### config.mk
export PLATFORM = sky130hd
export DESIGN_NAME = multiset_rank_unrank_flat
export DESIGN_NICKNAME = d
export VERILOG_FILES = /design/src/rtl/core/mrr_pkg.sv /design/src/rtl/core/mrr_in_if.sv /design/src/rtl/core/mrr_out_if.sv /design/src/rtl/core/mrr_coef.sv /design/src/rtl/core/mrr_csub.sv /design/src/rtl/core/multiset_rank_unrank.sv /design/src/flat_wrapper.sv
export SDC_FILE = /design/constraint.sdc
export NUM_CORES = 1
export LEC_CHECK = 0
export ABC_AREA = 1
export BUFFER_PORTS_ARGS = -buffer_cell sky130_fd_sc_hd__buf_2
export CAP_MARGIN = 30
export CORE_ASPECT_RATIO = 0.8
export CORE_MARGIN = 5
export CORE_UTILIZATION = 35
export CTS_CLUSTER_DIAMETER = 30
export DETAILED_ROUTE_END_ITERATION = 10
export PLACE_DENSITY = 0.59
export RECOVER_POWER = 25
export SLEW_MARGIN = 20
export SYNTH_ARGS = -nofsm -noshare
export SYNTH_HDL_FRONTEND = slang
export SYNTH_SLANG_ARGS = --single-unit
### constraint.sdc
create_clock -name clk -period 10.4 [get_ports clk]
set_input_delay 2.6 -clock clk [delete_from_list [all_inputs] [get_ports clk]]
set_output_delay 2.6 -clock clk [all_outputs]
set_load 0.05 [all_outputs]
### src/rtl/core/mrr_pkg.sv
// Package for the multiset rank-to-groups block.
// Holds field widths, the control struct shared by the datapath units and the
// multichoose function used to build elaboration-time constants. No dependencies.
package mrr_pkg;

    localparam int unsigned RANK_W     = 34;
    localparam int unsigned GROUP_W    = 8;
    localparam int unsigned SLOT_COUNT = 5;
    localparam int unsigned SLOT_W     = 3;

    // Control from the sequencer to one datapath unit.
    typedef struct packed {
        logic load;
        logic step;
    } unit_ctrl_t;

    // Number of k-item multisets drawn from n groups, C(n+k-1, k).
    // Evaluated only on constants at elaboration.
    function automatic logic [63:0] mc_value(input logic [63:0] n, input int unsigned k);
        logic [63:0] r;
        case (k)
            0: r = 64'd1;
            1: r = n;
            2: r = n * (n + 64'd1) / 2;
            3: r = n * (n + 64'd1) * (n + 64'd2) / 6;
            4: r = n * (n + 64'd1) * (n + 64'd2) * (n + 64'd3) / 24;
            default: r = n * (n + 64'd1) * (n + 64'd2) * (n + 64'd3) * (n + 64'd4) / 120;
        endcase
        return r;
    endfunction

endpackage

### src/rtl/core/mrr_in_if.sv
// Request channel of the multiset rank-to-groups block: valid, ready and the rank.
// Depends on mrr_pkg for the rank width.
interface mrr_in_if;
    logic                         valid;
    logic                         ready;
    logic [mrr_pkg::RANK_W-1:0]   recipe_rank;

    modport source (output valid, output recipe_rank, input ready);
    modport sink   (input valid, input recipe_rank, output ready);
endinterface

### src/rtl/core/mrr_out_if.sv
// Result channel of the multiset rank-to-groups block: five group indices and a flag.
// Depends on mrr_pkg for the group width.
interface mrr_out_if;
    logic                          valid;
    logic                          ready;
    logic [mrr_pkg::GROUP_W-1:0]   group_0;
    logic [mrr_pkg::GROUP_W-1:0]   group_1;
    logic [mrr_pkg::GROUP_W-1:0]   group_2;
    logic [mrr_pkg::GROUP_W-1:0]   group_3;
    logic [mrr_pkg::GROUP_W-1:0]   group_4;
    logic                          rank_out_of_range;

    modport source (output valid, output group_0, output group_1, output group_2,
                    output group_3, output group_4, output rank_out_of_range,
                    input ready);
    modport sink   (input valid, input group_0, input group_1, input group_2,
                    input group_3, input group_4, input rank_out_of_range,
                    output ready);
endinterface

### src/rtl/core/mrr_coef.sv
// Coefficient stepper: holds multichoose(n, j) for j = 1..4 and moves n down by one
// per step using Pascal's rule. Depends on mrr_pkg.
module mrr_coef #(
    parameter int unsigned GROUP_COUNT = 256,
    localparam int unsigned W1 = $clog2(mrr_pkg::mc_value(64'(GROUP_COUNT), 1) + 64'd1),
    localparam int unsigned W2 = $clog2(mrr_pkg::mc_value(64'(GROUP_COUNT), 2) + 64'd1),
    localparam int unsigned W3 = $clog2(mrr_pkg::mc_value(64'(GROUP_COUNT), 3) + 64'd1),
    localparam int unsigned W4 = $clog2(mrr_pkg::mc_value(64'(GROUP_COUNT), 4) + 64'd1)
) (
    input  logic                clk,
    input  mrr_pkg::unit_ctrl_t ctrl,
    output logic [W1-1:0]       mc1,
    output logic [W2-1:0]       mc2,
    output logic [W3-1:0]       mc3,
    output logic [W4-1:0]       mc4
);

    localparam logic [W1-1:0] INIT1 = W1'(mrr_pkg::mc_value(64'(GROUP_COUNT), 1));
    localparam logic [W2-1:0] INIT2 = W2'(mrr_pkg::mc_value(64'(GROUP_COUNT), 2));
    localparam logic [W3-1:0] INIT3 = W3'(mrr_pkg::mc_value(64'(GROUP_COUNT), 3));
    localparam logic [W4-1:0] INIT4 = W4'(mrr_pkg::mc_value(64'(GROUP_COUNT), 4));

    logic [W1-1:0] mc1_reg, mc1_next;
    logic [W2-1:0] mc2_reg, mc2_next;
    logic [W3-1:0] mc3_reg, mc3_next;
    logic [W4-1:0] mc4_reg, mc4_next;

    // mc(n-1, j) = mc(n, j) - mc(n, j-1), all terms taken at the old n.
    always_comb
    begin
        mc1_next = mc1_reg;
        mc2_next = mc2_reg;
        mc3_next = mc3_reg;
        mc4_next = mc4_reg;
        if (ctrl.load)
        begin
            mc1_next = INIT1;
            mc2_next = INIT2;
            mc3_next = INIT3;
            mc4_next = INIT4;
        end
        else if (ctrl.step)
        begin
            mc1_next = mc1_reg - W1'(1);
            mc2_next = mc2_reg - W2'(mc1_reg);
            mc3_next = mc3_reg - W3'(mc2_reg);
            mc4_next = mc4_reg - W4'(mc3_reg);
        end
    end

    always_ff @(posedge clk)
    begin
        mc1_reg <= mc1_next;
        mc2_reg <= mc2_next;
        mc3_reg <= mc3_next;
        mc4_reg <= mc4_next;
    end

    assign mc1 = mc1_reg;
    assign mc2 = mc2_reg;
    assign mc3 = mc3_reg;
    assign mc4 = mc4_reg;

endmodule

### src/rtl/core/mrr_csub.sv
// Shared compare-subtract unit: holds the remaining rank, flags when the current
// block size exceeds it, and otherwise takes the block off. Depends on mrr_pkg.
module mrr_csub #(
    parameter int unsigned CW = 36
) (
    input  logic                          clk,
    input  mrr_pkg::unit_ctrl_t           ctrl,
    input  logic [mrr_pkg::RANK_W-1:0]    rank,
    input  logic [CW-1:0]                 blk,
    output logic                          hit
);

    logic [mrr_pkg::RANK_W-1:0] rest_reg, rest_next;

    assign hit = blk > CW'(rest_reg);

    always_comb
    begin
        rest_next = rest_reg;
        if (ctrl.load)
        begin
            rest_next = rank;
        end
        else if (ctrl.step && !hit)
        begin
            // The block fits below the remaining rank, so the difference stays in range.
            rest_next = rest_reg - blk[mrr_pkg::RANK_W-1:0];
        end
    end

    always_ff @(posedge clk)
    begin
        rest_reg <= rest_next;
    end

endmodule

### src/rtl/core/multiset_rank_unrank.sv
// Multiset rank-to-groups block: turns a rank into five group indices, non-decreasing
// for an in-range rank. The request is taken, the scan tries the candidates in turn,
// then the result register holds the groups. One request at a time; the scan loop over
// the shared compare-subtract unit sets the rate. Reset clears the sequencer, the
// output valid and the result registers. Depends on mrr_pkg and the interfaces.
module multiset_rank_unrank #(
    parameter int unsigned GROUP_COUNT = 256
) (
    input  logic          clk,
    input  logic          rst_n,
    mrr_in_if.sink        rank_req,
    mrr_out_if.source     group_rsp
);

    localparam int unsigned W1 = $clog2(mrr_pkg::mc_value(64'(GROUP_COUNT), 1) + 64'd1);
    localparam int unsigned W2 = $clog2(mrr_pkg::mc_value(64'(GROUP_COUNT), 2) + 64'd1);
    localparam int unsigned W3 = $clog2(mrr_pkg::mc_value(64'(GROUP_COUNT), 3) + 64'd1);
    localparam int unsigned W4 = $clog2(mrr_pkg::mc_value(64'(GROUP_COUNT), 4) + 64'd1);
    localparam int unsigned CW = (W4 > mrr_pkg::RANK_W) ? W4 : mrr_pkg::RANK_W;
    localparam int unsigned MW = $clog2(GROUP_COUNT + 1);
    localparam logic [63:0] TOTAL = mrr_pkg::mc_value(64'(GROUP_COUNT), 5);
    localparam logic [mrr_pkg::SLOT_W-1:0] LAST_SLOT = mrr_pkg::SLOT_W'(mrr_pkg::SLOT_COUNT - 1);

    typedef enum logic [1:0] {
        ST_IDLE,
        ST_SCAN,
        ST_OUT
    } state_t;

    state_t                         state_reg, state_next;
    logic [mrr_pkg::SLOT_W-1:0]     slot_reg, slot_next;
    logic [MW-1:0]                  m_reg, m_next;
    logic [mrr_pkg::GROUP_W-1:0]    groups_reg [mrr_pkg::SLOT_COUNT];
    logic [mrr_pkg::GROUP_W-1:0]    groups_next [mrr_pkg::SLOT_COUNT];
    logic                           oor_reg, oor_next;

    mrr_pkg::unit_ctrl_t coef_ctrl;
    mrr_pkg::unit_ctrl_t csub_ctrl;
    logic [W1-1:0]       mc1;
    logic [W2-1:0]       mc2;
    logic [W3-1:0]       mc3;
    logic [W4-1:0]       mc4;
    logic [CW-1:0]       blk;
    logic                hit;
    logic                at_last;

    mrr_coef #(
        .GROUP_COUNT (GROUP_COUNT)
    ) u_coef (
        .clk  (clk),
        .ctrl (coef_ctrl),
        .mc1  (mc1),
        .mc2  (mc2),
        .mc3  (mc3),
        .mc4  (mc4)
    );

    mrr_csub #(
        .CW (CW)
    ) u_csub (
        .clk  (clk),
        .ctrl (csub_ctrl),
        .rank (rank_req.recipe_rank),
        .blk  (blk),
        .hit  (hit)
    );

    // Slot s uses blocks of (4 - s)-item multisets; the last slot counts single groups.
    always_comb
    begin
        unique case (slot_reg)
            3'd0:    blk = CW'(mc4);
            3'd1:    blk = CW'(mc3);
            3'd2:    blk = CW'(mc2);
            3'd3:    blk = CW'(mc1);
            default: blk = CW'(1);
        endcase
    end

    assign at_last = (m_reg == MW'(GROUP_COUNT));

    always_comb
    begin
        state_next  = state_reg;
        slot_next   = slot_reg;
        m_next      = m_reg;
        groups_next = groups_reg;
        oor_next    = oor_reg;
        coef_ctrl   = '0;
        csub_ctrl   = '0;

        unique case (state_reg)
            ST_IDLE:
            begin
                if (rank_req.valid)
                begin
                    coef_ctrl.load = 1'b1;
                    csub_ctrl.load = 1'b1;
                    slot_next      = '0;
                    m_next         = MW'(1);
                    oor_next       = (64'(rank_req.recipe_rank) >= TOTAL);
                    state_next     = ST_SCAN;
                end
            end
            ST_SCAN:
            begin
                csub_ctrl.step = 1'b1;
                if (hit)
                begin
                    // The next slot starts its scan at this candidate, so the
                    // coefficients stay where they are.
                    groups_next[slot_reg] = mrr_pkg::GROUP_W'(m_reg - MW'(1));
                end
                else if (at_last)
                begin
                    // Scan ran off the end: the slot reads zero and the next slot
                    // starts again from the first group.
                    groups_next[slot_reg] = '0;
                    m_next                = MW'(1);
                    coef_ctrl.load        = 1'b1;
                end
                else
                begin
                    m_next         = m_reg + MW'(1);
                    coef_ctrl.step = 1'b1;
                end
                if (hit || at_last)
                begin
                    if (slot_reg == LAST_SLOT)
                    begin
                        state_next = ST_OUT;
                    end
                    else
                    begin
                        slot_next = slot_reg + mrr_pkg::SLOT_W'(1);
                    end
                end
            end
            ST_OUT:
            begin
                if (group_rsp.ready)
                begin
                    state_next = ST_IDLE;
                end
            end
            default:
            begin
                state_next = ST_IDLE;
            end
        endcase
    end

    always_ff @(posedge clk or negedge rst_n)
    begin
        if (!rst_n)
        begin
            state_reg  <= ST_IDLE;
            slot_reg   <= '0;
            m_reg      <= '0;
            groups_reg <= '{default: '0};
            oor_reg    <= 1'b0;
        end
        else
        begin
            state_reg  <= state_next;
            slot_reg   <= slot_next;
            m_reg      <= m_next;
            groups_reg <= groups_next;
            oor_reg    <= oor_next;
        end
    end

    assign rank_req.ready              = (state_reg == ST_IDLE);
    assign group_rsp.valid             = (state_reg == ST_OUT);
    assign group_rsp.group_0           = groups_reg[0];
    assign group_rsp.group_1           = groups_reg[1];
    assign group_rsp.group_2           = groups_reg[2];
    assign group_rsp.group_3           = groups_reg[3];
    assign group_rsp.group_4           = groups_reg[4];
    assign group_rsp.rank_out_of_range = oor_reg;

endmodule
### src/flat_wrapper.sv
// flat-port wrapper written by rule: the top's interface ports become plain ports
module multiset_rank_unrank_flat 
#(
    parameter int unsigned GROUP_COUNT = 256
)
  (clk, rst_n, rank_req_valid, rank_req_recipe_rank, rank_req_ready, group_rsp_valid, group_rsp_group_0, group_rsp_group_1, group_rsp_group_2, group_rsp_group_3, group_rsp_group_4, group_rsp_rank_out_of_range, group_rsp_ready);
  mrr_in_if rank_req_i ();
  mrr_out_if group_rsp_i ();
  input  logic clk;
  input  logic rst_n;
  input wire logic [$bits(rank_req_i.valid)-1:0] rank_req_valid;
  input wire logic [$bits(rank_req_i.recipe_rank)-1:0] rank_req_recipe_rank;
  output wire logic [$bits(rank_req_i.ready)-1:0] rank_req_ready;
  output wire logic [$bits(group_rsp_i.valid)-1:0] group_rsp_valid;
  output wire logic [$bits(group_rsp_i.group_0)-1:0] group_rsp_group_0;
  output wire logic [$bits(group_rsp_i.group_1)-1:0] group_rsp_group_1;
  output wire logic [$bits(group_rsp_i.group_2)-1:0] group_rsp_group_2;
  output wire logic [$bits(group_rsp_i.group_3)-1:0] group_rsp_group_3;
  output wire logic [$bits(group_rsp_i.group_4)-1:0] group_rsp_group_4;
  output wire logic [$bits(group_rsp_i.rank_out_of_range)-1:0] group_rsp_rank_out_of_range;
  input wire logic [$bits(group_rsp_i.ready)-1:0] group_rsp_ready;
  assign rank_req_i.valid = rank_req_valid;
  assign rank_req_i.recipe_rank = rank_req_recipe_rank;
  assign rank_req_ready = rank_req_i.ready;
  assign group_rsp_valid = group_rsp_i.valid;
  assign group_rsp_group_0 = group_rsp_i.group_0;
  assign group_rsp_group_1 = group_rsp_i.group_1;
  assign group_rsp_group_2 = group_rsp_i.group_2;
  assign group_rsp_group_3 = group_rsp_i.group_3;
  assign group_rsp_group_4 = group_rsp_i.group_4;
  assign group_rsp_rank_out_of_range = group_rsp_i.rank_out_of_range;
  assign group_rsp_i.ready = group_rsp_ready;
  multiset_rank_unrank #(.GROUP_COUNT(GROUP_COUNT)) u_core (.clk(clk), .rst_n(rst_n), .rank_req(rank_req_i), .group_rsp(group_rsp_i));
endmodule
# ---- Word level (Yosys, flattened, before mapping)
# Index checks and enable logic that the tools add are counted.
dict set report classes {
  reduce_logical 14
  n_addsub 8
  n_lt_le_gt_ge 4
  eq_ne 13
  n_mux 29
  n_bitwise 3
}
# cell count
set ops {}
lappend ops {{28-bit one-hot mux with 4 select lines} 1}
lappend ops {{40-bit two-way mux} 2}
lappend ops {{34-bit two-way mux} 2}
lappend ops {{40-bit AND} 1}
lappend ops {{40-bit bitwise mux} 1}
lappend ops {{40-bit inverter} 1}
lappend ops {{34-bit >= comparator (second input constant)} 1}
lappend ops {{28-bit by 34-bit > comparator with 1-bit output} 1}
lappend ops {{34-bit subtractor} 1}
lappend ops {{28-bit by 22-bit subtractor with 28-bit output} 1}
lappend ops {{9-bit two-way mux} 3}
lappend ops {{8-bit demux with 3-bit select} 1}
lappend ops {{22-bit by 16-bit subtractor with 22-bit output} 1}
lappend ops {{9-bit one-hot mux with 2 select lines} 1}
lappend ops {{16-bit by 9-bit subtractor with 16-bit output} 1}
lappend ops {{2-bit two-way mux} 5}
lappend ops {{9-bit by 1-bit adder with 9-bit output (second input constant)} 1}
lappend ops {{9-bit equality test (second input constant)} 1}
lappend ops {{3-bit two-way mux} 3}
lappend ops {{9-bit by 1-bit subtractor with 9-bit output (second input constant)} 1}
lappend ops {{8-bit two-way mux} 1}
lappend ops {{4-bit AND reduction} 2}
lappend ops {{8-bit by 1-bit subtractor with 8-bit output (second input constant)} 1}
lappend ops {{3-bit by 2-bit equality test with 1-bit output (second input constant)} 2}
lappend ops {{other kinds (22)} 35}
dict set report word_totals {
  out_inout_bits 43
  reg_bits 164
  elab_cells 85
}

# ---- Logic depth before layout (Yosys ltp)
# Gate-level depths: netlist of run 1.
dict set report depth {
  ltp_word 9
  depth_mapped 27
  ltp_nobuf 25
}

# ---- Modules after synthesis
# Synthesis of run 1 repeated with hierarchy kept, for this count alone.
dict set report unflattened {
  hier_cells 2004
  area_unflattened_um2 13012.5
}
# module n_inst cells_per_inst area_each_um2
set by_module_without_submodules {}
lappend by_module_without_submodules {mrr_coef 1 923 5789.3}
lappend by_module_without_submodules {mrr_csub 1 648 3943.8}
lappend by_module_without_submodules {multiset_rank_unrank 1 433 3279.4}

# ---- Worst setup path before layout of run 1
# Ideal clock, no wire load.
dict set report synth_path {
  path_type {input to register}
  startpoint {in rank_req_valid}
  endpoint {reg u_core.u_csub.rest_reg[0] in the netlist's numbering, enable pin}
  t_required_ns 10.022
  setup_ns 0.378
  setup_slack_ns 6.521
  stages 3
  arrival_ns 3.501
  path_buffers 1
  cell_sequence {nand2_1 -> nand2_4 -> buf_2}
}
dict set report synth_between {
  elab_chain_cells 3
}
# item line_no
set synth_lines {}
lappend synth_lines {{from (decl)} flat_wrapper.sv:11} ;# input wire logic [$bits(rank_req_i.valid)-1:0] rank_req_valid;
lappend synth_lines {{1-bit two-way mux} multiset_rank_unrank.sv:95} ;# if (rank_req.valid)
lappend synth_lines {{1-bit two-way mux} multiset_rank_unrank.sv:92} ;# unique case (state_reg)
lappend synth_lines {{2-bit nonzero test (no line)} --}
lappend synth_lines {{to (signal assigned)} mrr_csub.sv:33} ;# rest_reg <= rest_next;
lappend synth_lines {{to (decl)} mrr_csub.sv:13} ;# logic [mrr_pkg::RANK_W-1:0] rest_reg, rest_next;
# Every way passes these cells.
# A chain may end at the register's enable or synchronous reset.

# ---- Worst setup path after layout of run 1
dict set report layout_path {
  startpoint {reg u_core.slot_reg[0] in the netlist's numbering}
  endpoint {reg u_core.u_coef.mc3_reg[18] (netlist: u_core.u_coef.mc3[18])}
}
dict set report layout_between {
  elab_chain_cells 5
  elab_cells_between_ends 9
}
# item line_no
set layout_lines {}
lappend layout_lines {{from (decl)} multiset_rank_unrank.sv:31} ;# logic [mrr_pkg::SLOT_W-1:0] slot_reg, slot_next;
lappend layout_lines {{from (signal assigned)} multiset_rank_unrank.sv:166} ;# slot_reg <= slot_next;
lappend layout_lines {{3-bit by 2-bit equality test with 1-bit output, or another cell as far along} multiset_rank_unrank.sv:71} ;# unique case (slot_reg)
lappend layout_lines {{28-bit one-hot mux with 4 select lines (*)} multiset_rank_unrank.sv:71}
lappend layout_lines {{28-bit by 34-bit > comparator with 1-bit output (*)} mrr_csub.sv:15} ;# assign hit = blk > CW'(rest_reg);
lappend layout_lines {{2-bit two-way mux (*)} multiset_rank_unrank.sv:108} ;# if (hit)
lappend layout_lines {{1-bit one-hot mux with 2 select lines or 1-bit two-way mux (tied branches)} multiset_rank_unrank.sv:92}
lappend layout_lines {{to (signal assigned)} mrr_coef.sv:55} ;# mc3_reg <= mc3_next;
lappend layout_lines {{to (decl)} mrr_coef.sv:25} ;# logic [W3-1:0] mc3_reg, mc3_next;
# Mark *: on every way between the ends. The rest lies on a longest branch, timed or not.

==> flow_summary.yaml, run 1 <==
synthesis:
  syn_inst: 2237
  synth-async-reset-ratio: 0.335
  synth_edf_count: 34
  netlist_area_um2: 14300
  synth.avg_cell_area_um2: 6.40
  yosys.area.top_type: "nand2_1"
  synth.most_common_cell: "nand2_1"
  synthTopCellsByArea: "nand2_1 (18%), dfxtp_1 (10%), ha_1 (9.7%), dfrtp_1 (9.6%), inv_1 (9.3%)"
  synthTopCellsByCount: "nand2_1 (673), inv_1 (355), nand3_1 (220)"
  yosysSeqAreaShare: 0.272
  netlist.area_leader.share: 0.176
  syn_nets: 2390
  synth_ff_type: "dfxtp_1"
  yosys_warnings: 0
  ys_seq_elements: 164
  yosysUniqueCellTypes: 45
worst_setup_path:
  rrSetupSlack_ps: 4540
  r2r-end: "u_core.u_coef.mc3[18]"
  end_kind: "flip-flop"
  r2r-start: "u_core.slot_reg[0]"
  arrival_ps: 6220
  cp_max_fo: 76
  rr_worst_depth: 25
  critical_path_class: "reg2reg"
  cp-start-kind: "flip-flop"
  cp_data_required_time_ps: 10760
cts:
  cts_setup_buffers: 0
  cts-resized-gates: 0
  cts.reportedPaths.clkPinSlew_ps: 80
  h-tree-depth: 4
  cts_tree: "built"
  cts_root_buf: "clkbuf_16"
  clockBufferDepth: 2
  worstSkewPairLatency_ps: 480
  clock_sinks: 164
  cts_buffers: 17
  cts_hold_buf: 0
layout:
  largest_register_ffs: 34
  antenna_cells: 0
  nets: 2443
  drive_above_1_share: 0.0708
  area_delta_synth_final_pct: 9.91
drt:
  wl_met2_mm: 19.5
  wl_mm: 45.2
  highest_layer: "met4"
  met1_length_mm: 22.6
  drt_iter0_markers: 1085
  wire_per_inst_um: 15.9
  drc: 0
  vias_per_cell: 5.05
  met3_length_mm: 2.58
  vias: 14400
  drtAntennaViolNets: 0
  drt-pass1-iter-count: 6
die:
  pin_count: 81
  fp.dieW_um: 236
  die_h_um: 191
  coreArea_um2: 40500
  fp-row-count: 66
  start_util: 0.353
  die-area_um2: 45100
global_route:
  grt_pass1_wl_mm: 71.9
  grt_max_degree: 77
  antenna_found_initial: 0
  grt_pass1_vias: 13500
  overflow: 0
  track_usage: 0.197
hold_path:
  hold_path_class: "reg2reg"
  worstHoldStart: "u_core.group_rsp.group_2[6]"
  hold-path-cell-count: 2
  hold_end: "u_core.group_rsp.group_2[6]"
sta:
  grt_setup_unrepaired: "no"
  hold_viol: 0
  final.setup.tns_ps: 0
  setup_violations: 0
  fmax_mhz: 171
  slew_violations: 90
  tightest_slew_ps: 3180
  finalClockSkew_ps: 18.5
  fin_crit_ps: 5860
  fin_crit_sh: 0.563
  slew_headroom: -1.12
place:
  place.gp.congestion: 0.945
  io_buffers: 80
  dp_hpwl_mm: 34.9
outcome:
  outcome: "complete, but fails checks"
  violations: "max-capacitance violations, max-slew violations"
run:
  drv_cap: 2
cells by family (layout without fill, tap and decap cells):
kind of cell             after synthesis  after routing  share of synthesized area
buffers and inverters                413            479                      0.117
AO/OA/AOI/OAI                        278            278                      0.109
flip-flops                           164            164                      0.272
XOR/XNOR                              65             65                     0.0398
adder cells (fa/ha/maj)              115            115                      0.103
AND/OR/NAND/NOR                     1202           1202                      0.360
worst max-delay path, stage by stage, from the launching register on:
cell and delay [ps]:
dfrtp_1 470, inv_1 130, ha_1 270, nand2_1 650, inv_1 340, nand2_1 130, o21ai_0 80, o21ai_0 380
inv_1 100, ha_1 380, nand2_1 110, nor2_1 70, nand2_1 70, nor2_1 50, nand3_1 70, nand2_1 50
nor2_1 170, nand2_4 90, nand2_4 70, buf_4 730, nand2_4 590, buf_12 370, nand2_1 90, nand2_1 50
nand2_1 50, inv_1 50
stage by stage:
stage	instance area, µm²	setup slack [ps]	hold WS (ps)	instances	util
floorplan	14300	6520	464	2237	-
global placement	15100	4650	454	2813	0.373
detailed placement	15100	4610	458	2814	0.374
CTS	15800	4560	479	2846	0.389
global route	15700	4080	502	2847	0.388
finish	15700	4540	476	2847	0.388
cell usage in the layout (no fill, tap or decap), drive strengths merged:
master	n
o21ai	112
dfxtp	75
and3	1
a221oi	2
clkinvlp	1
nor2	204
and2	1
nor3	26
o21a	5
o31ai	2
nand3b	16
ha	111
nand2	684
clkbuf	37
o211ai	1
nor4	7
bufinv	1
dfrtp	55
a21oi	104
inv	365
a31oi	10
a21o	8
buf	67
o21bai	14
edfxtp	34
o2111ai	1
or2	9
xnor2	15
xor2	50
clkinv	8
o22ai	19
fa	4
nand3	226
nand4	28
worst max path at each step:
stage | start | end | slack (ps) | cells past startpoint
after floorplan | rank_req_valid | u_core.u_csub.rest_reg[0] | 6520 | 3
after global placement | u_core.slot_reg[0] | u_core.u_coef.mc4[9] | 4650 | 17
after detailed placement | u_core.slot_reg[1] | u_core.u_coef.mc3[18] | 4610 | 20
after CTS | u_core.slot_reg[0] | u_core.u_coef.mc3[18] | 4560 | 20
after global routing | u_core.slot_reg[0] | u_core.u_coef.mc2[4] | 4080 | 25
final | u_core.slot_reg[0] | u_core.u_coef.mc3[18] | 4540 | 25
metal layers:
metal | vias up | global-route usage
li1 | 7249 | -
met1 | 6708 | 0.292
met2 | 387 | 0.303
met3 | 46 | 0.0344
met4 | 0 | 0.0353
met5 | - | 0
area by class of cell:
cell class	instances	area, µm²
inverter	360	1350
timing repair buffer	87	434
clock inverter	15	185
multi-input combinational	1660	8760
sequential	164	3900
fill	4339	24800
clock buffer	17	425
tap	544	681
Power of run 1 is not shown: default switching activity piles up to over one toggle a cycle in this logic, so the estimate is an artifact.
==> run 2: changes to the inputs <==
PLACE_DENSITY = 0.6   (was 0.59)
clock period = 5.1 ns   (was 10.4 ns; I/O delays follow)
==> flow_summary.yaml, run 2 (synthesis results as in run 1) <==
outcome:
  outcome: "complete, but fails checks"
  violations: "max-capacitance violations, max-slew violations"
die:
  die_h_um: 191
  start_util: 0.353
  die-area_um2: 45100
  fp.dieW_um: 236
  pin_count: 81
  fp-row-count: 66
  coreArea_um2: 40500
sta:
  finalClockSkew_ps: 19.3
  setup_violations: 0
  hold_viol: 0
  tightest_slew_ps: 3040
  fin_crit_sh: 0.881
  grt_setup_unrepaired: "no"
  slew_violations: 91
  final.setup.tns_ps: 0
  fin_crit_ps: 4500
  fmax_mhz: 222
  slew_headroom: -1.03
  holdWs_ps: 471
cts:
  cts.reportedPaths.clkPinSlew_ps: 80
  clockBufferDepth: 2
  worstSkewPairLatency_ps: 470
  cts_setup_buffers: 0
  h-tree-depth: 4
  cts_hold_buf: 0
  cts_buffers: 17
  cts_root_buf: "clkbuf_16"
  cts-resized-gates: 0
  cts_tree: "built"
  clock_sinks: 164
global_route:
  grt_pass1_wl_mm: 71.8
  grt_max_degree: 85
  overflow: 0
  grt_pass1_vias: 13700
  track_usage: 0.197
  antenna_found_initial: 0
layout:
  largest_register_ffs: 34
  drive_above_1_share: 0.0740
  antenna_cells: 0
  final_cell_mix: "nand2_1 (673), inv_1 (355), nand3_1 (220)"
  design_area_um2: 15800
  fin_util: 0.391
  nets: 2451
  layout_commonest_cell: "nand2_1"
  area_delta_synth_final_pct: 10.6
drt:
  drt-pass1-iter-count: 5
  drc: 0
  vias: 14400
  wl_mm: 44.9
  vias_per_cell: 5.05
  drt_iter0_markers: 1213
  drtAntennaViolNets: 0
  wire_per_inst_um: 15.7
worst_setup_path:
  r2r-end: "u_core.u_csub.rest_reg[32]"
  worst-path-buf-inv: 3
  rrSetupSlack_ps: 600
  critPathTopFamily: "simple AND/OR/NAND/NOR gates"
  rr_worst_depth: 18
  critPathMostFrequentCell: "nand2_1"
  slowest_delay_ps: 490
  arrival_ps: 4650
  cp-start-kind: "flip-flop"
  crit_slowest_cell: "o21ai_0"
  r2r-start: "u_core.slot_reg[0]"
  cp_data_required_time_ps: 5260
  cp_max_fo: 16
  path_cells: "inv_1 -> ha_1 -> nand2_1 -> o22ai_1 -> nor4_2 -> inv_1 -> ha_1 -> fa_1 -> o21ai_0 -> nand2_1 -> nand2_1 -> inv_1 -> o21ai_0 -> nand2_1 -> nand2_1 -> nand2_1 -> nand3_1 -> o21ai_0"
  end_kind: "flip-flop"
  critical_path_class: "reg2reg"
place:
  dp_hpwl_mm: 35.3
  placed_cell_area_um2: 15300
  place.gp.congestion: 0.956
  io_buffers: 80
run:
  drv_cap: 2
hold_path:
  hold-path-cell-count: 2
  worstHoldStart: "u_core.group_rsp.group_2[0]"
  hold_end: "u_core.group_rsp.group_2[0]"
  hold_path_class: "reg2reg"
run 2: cell types whose count changed in the layout (fill, tap and decap cells not counted), sizes merged:
cell and delta:
buf +7, bufinv -1, clkbuf +1, clkinv +1
run 2: final cells by class:
type                            instances  area, µm²
Multi-Input combinational cell       1660       8760
Clock inverter                         15        178
Tap cell                              544        681
Fill cell                            4357      24700
Sequential cell                       164       3900
Timing Repair Buffer                   95        538
Inverter                              360       1350
Clock buffer                           17        425
run 2: stage by stage:
step | std cells | setup WS, ps
2_1_floorplan | 2237 | 1350
3_3_place_gp | 2821 | 491
3_5_place_dp | 2822 | 491
4_1_cts | 2854 | 467
5_1_grt | 2855 | 145
6_report | 2855 | 605
run 2: how the worst max path moves through the flow:
stage / startpoint / to / slack (ps) / depth (start not counted)
after floorplan: u_core.slot_reg[0] / u_core.u_csub.rest_reg[0] / 1350 / 17
after global placement: u_core.slot_reg[0] / u_core.u_csub.rest_reg[24] / 490 / 18
after detailed placement: u_core.slot_reg[0] / u_core.u_csub.rest_reg[24] / 490 / 18
after CTS: u_core.slot_reg[0] / u_core.u_csub.rest_reg[24] / 470 / 18
after global routing: u_core.slot_reg[2] / u_core.u_coef.mc4[5] / 150 / 20
final: u_core.slot_reg[0] / u_core.u_csub.rest_reg[32] / 600 / 18
run 2: routing by layer:
metal,global-route usage,vias up,wire length [µm]
li1,-,7258,-
met1,0.283,6648,21900
met2,0.298,441,18900
met3,0.0466,60,3420
met4,0.0487,0,739
met5,0,-,0
run 2: worst reg2reg max path, cell delays in order (launching register included):
cell and delay [ps]:
dfrtp_1 460, inv_1 130, ha_1 210, nand2_1 390
o22ai_1 160, nor4_2 400, inv_1 100, ha_1 220
fa_1 450, o21ai_0 340, nand2_1 100, nand2_1 140
inv_1 50, o21ai_0 490, nand2_1 210, nand2_1 110
nand2_1 50, nand3_1 70, o21ai_0 120
Power of run 2 is left out for the same reason.
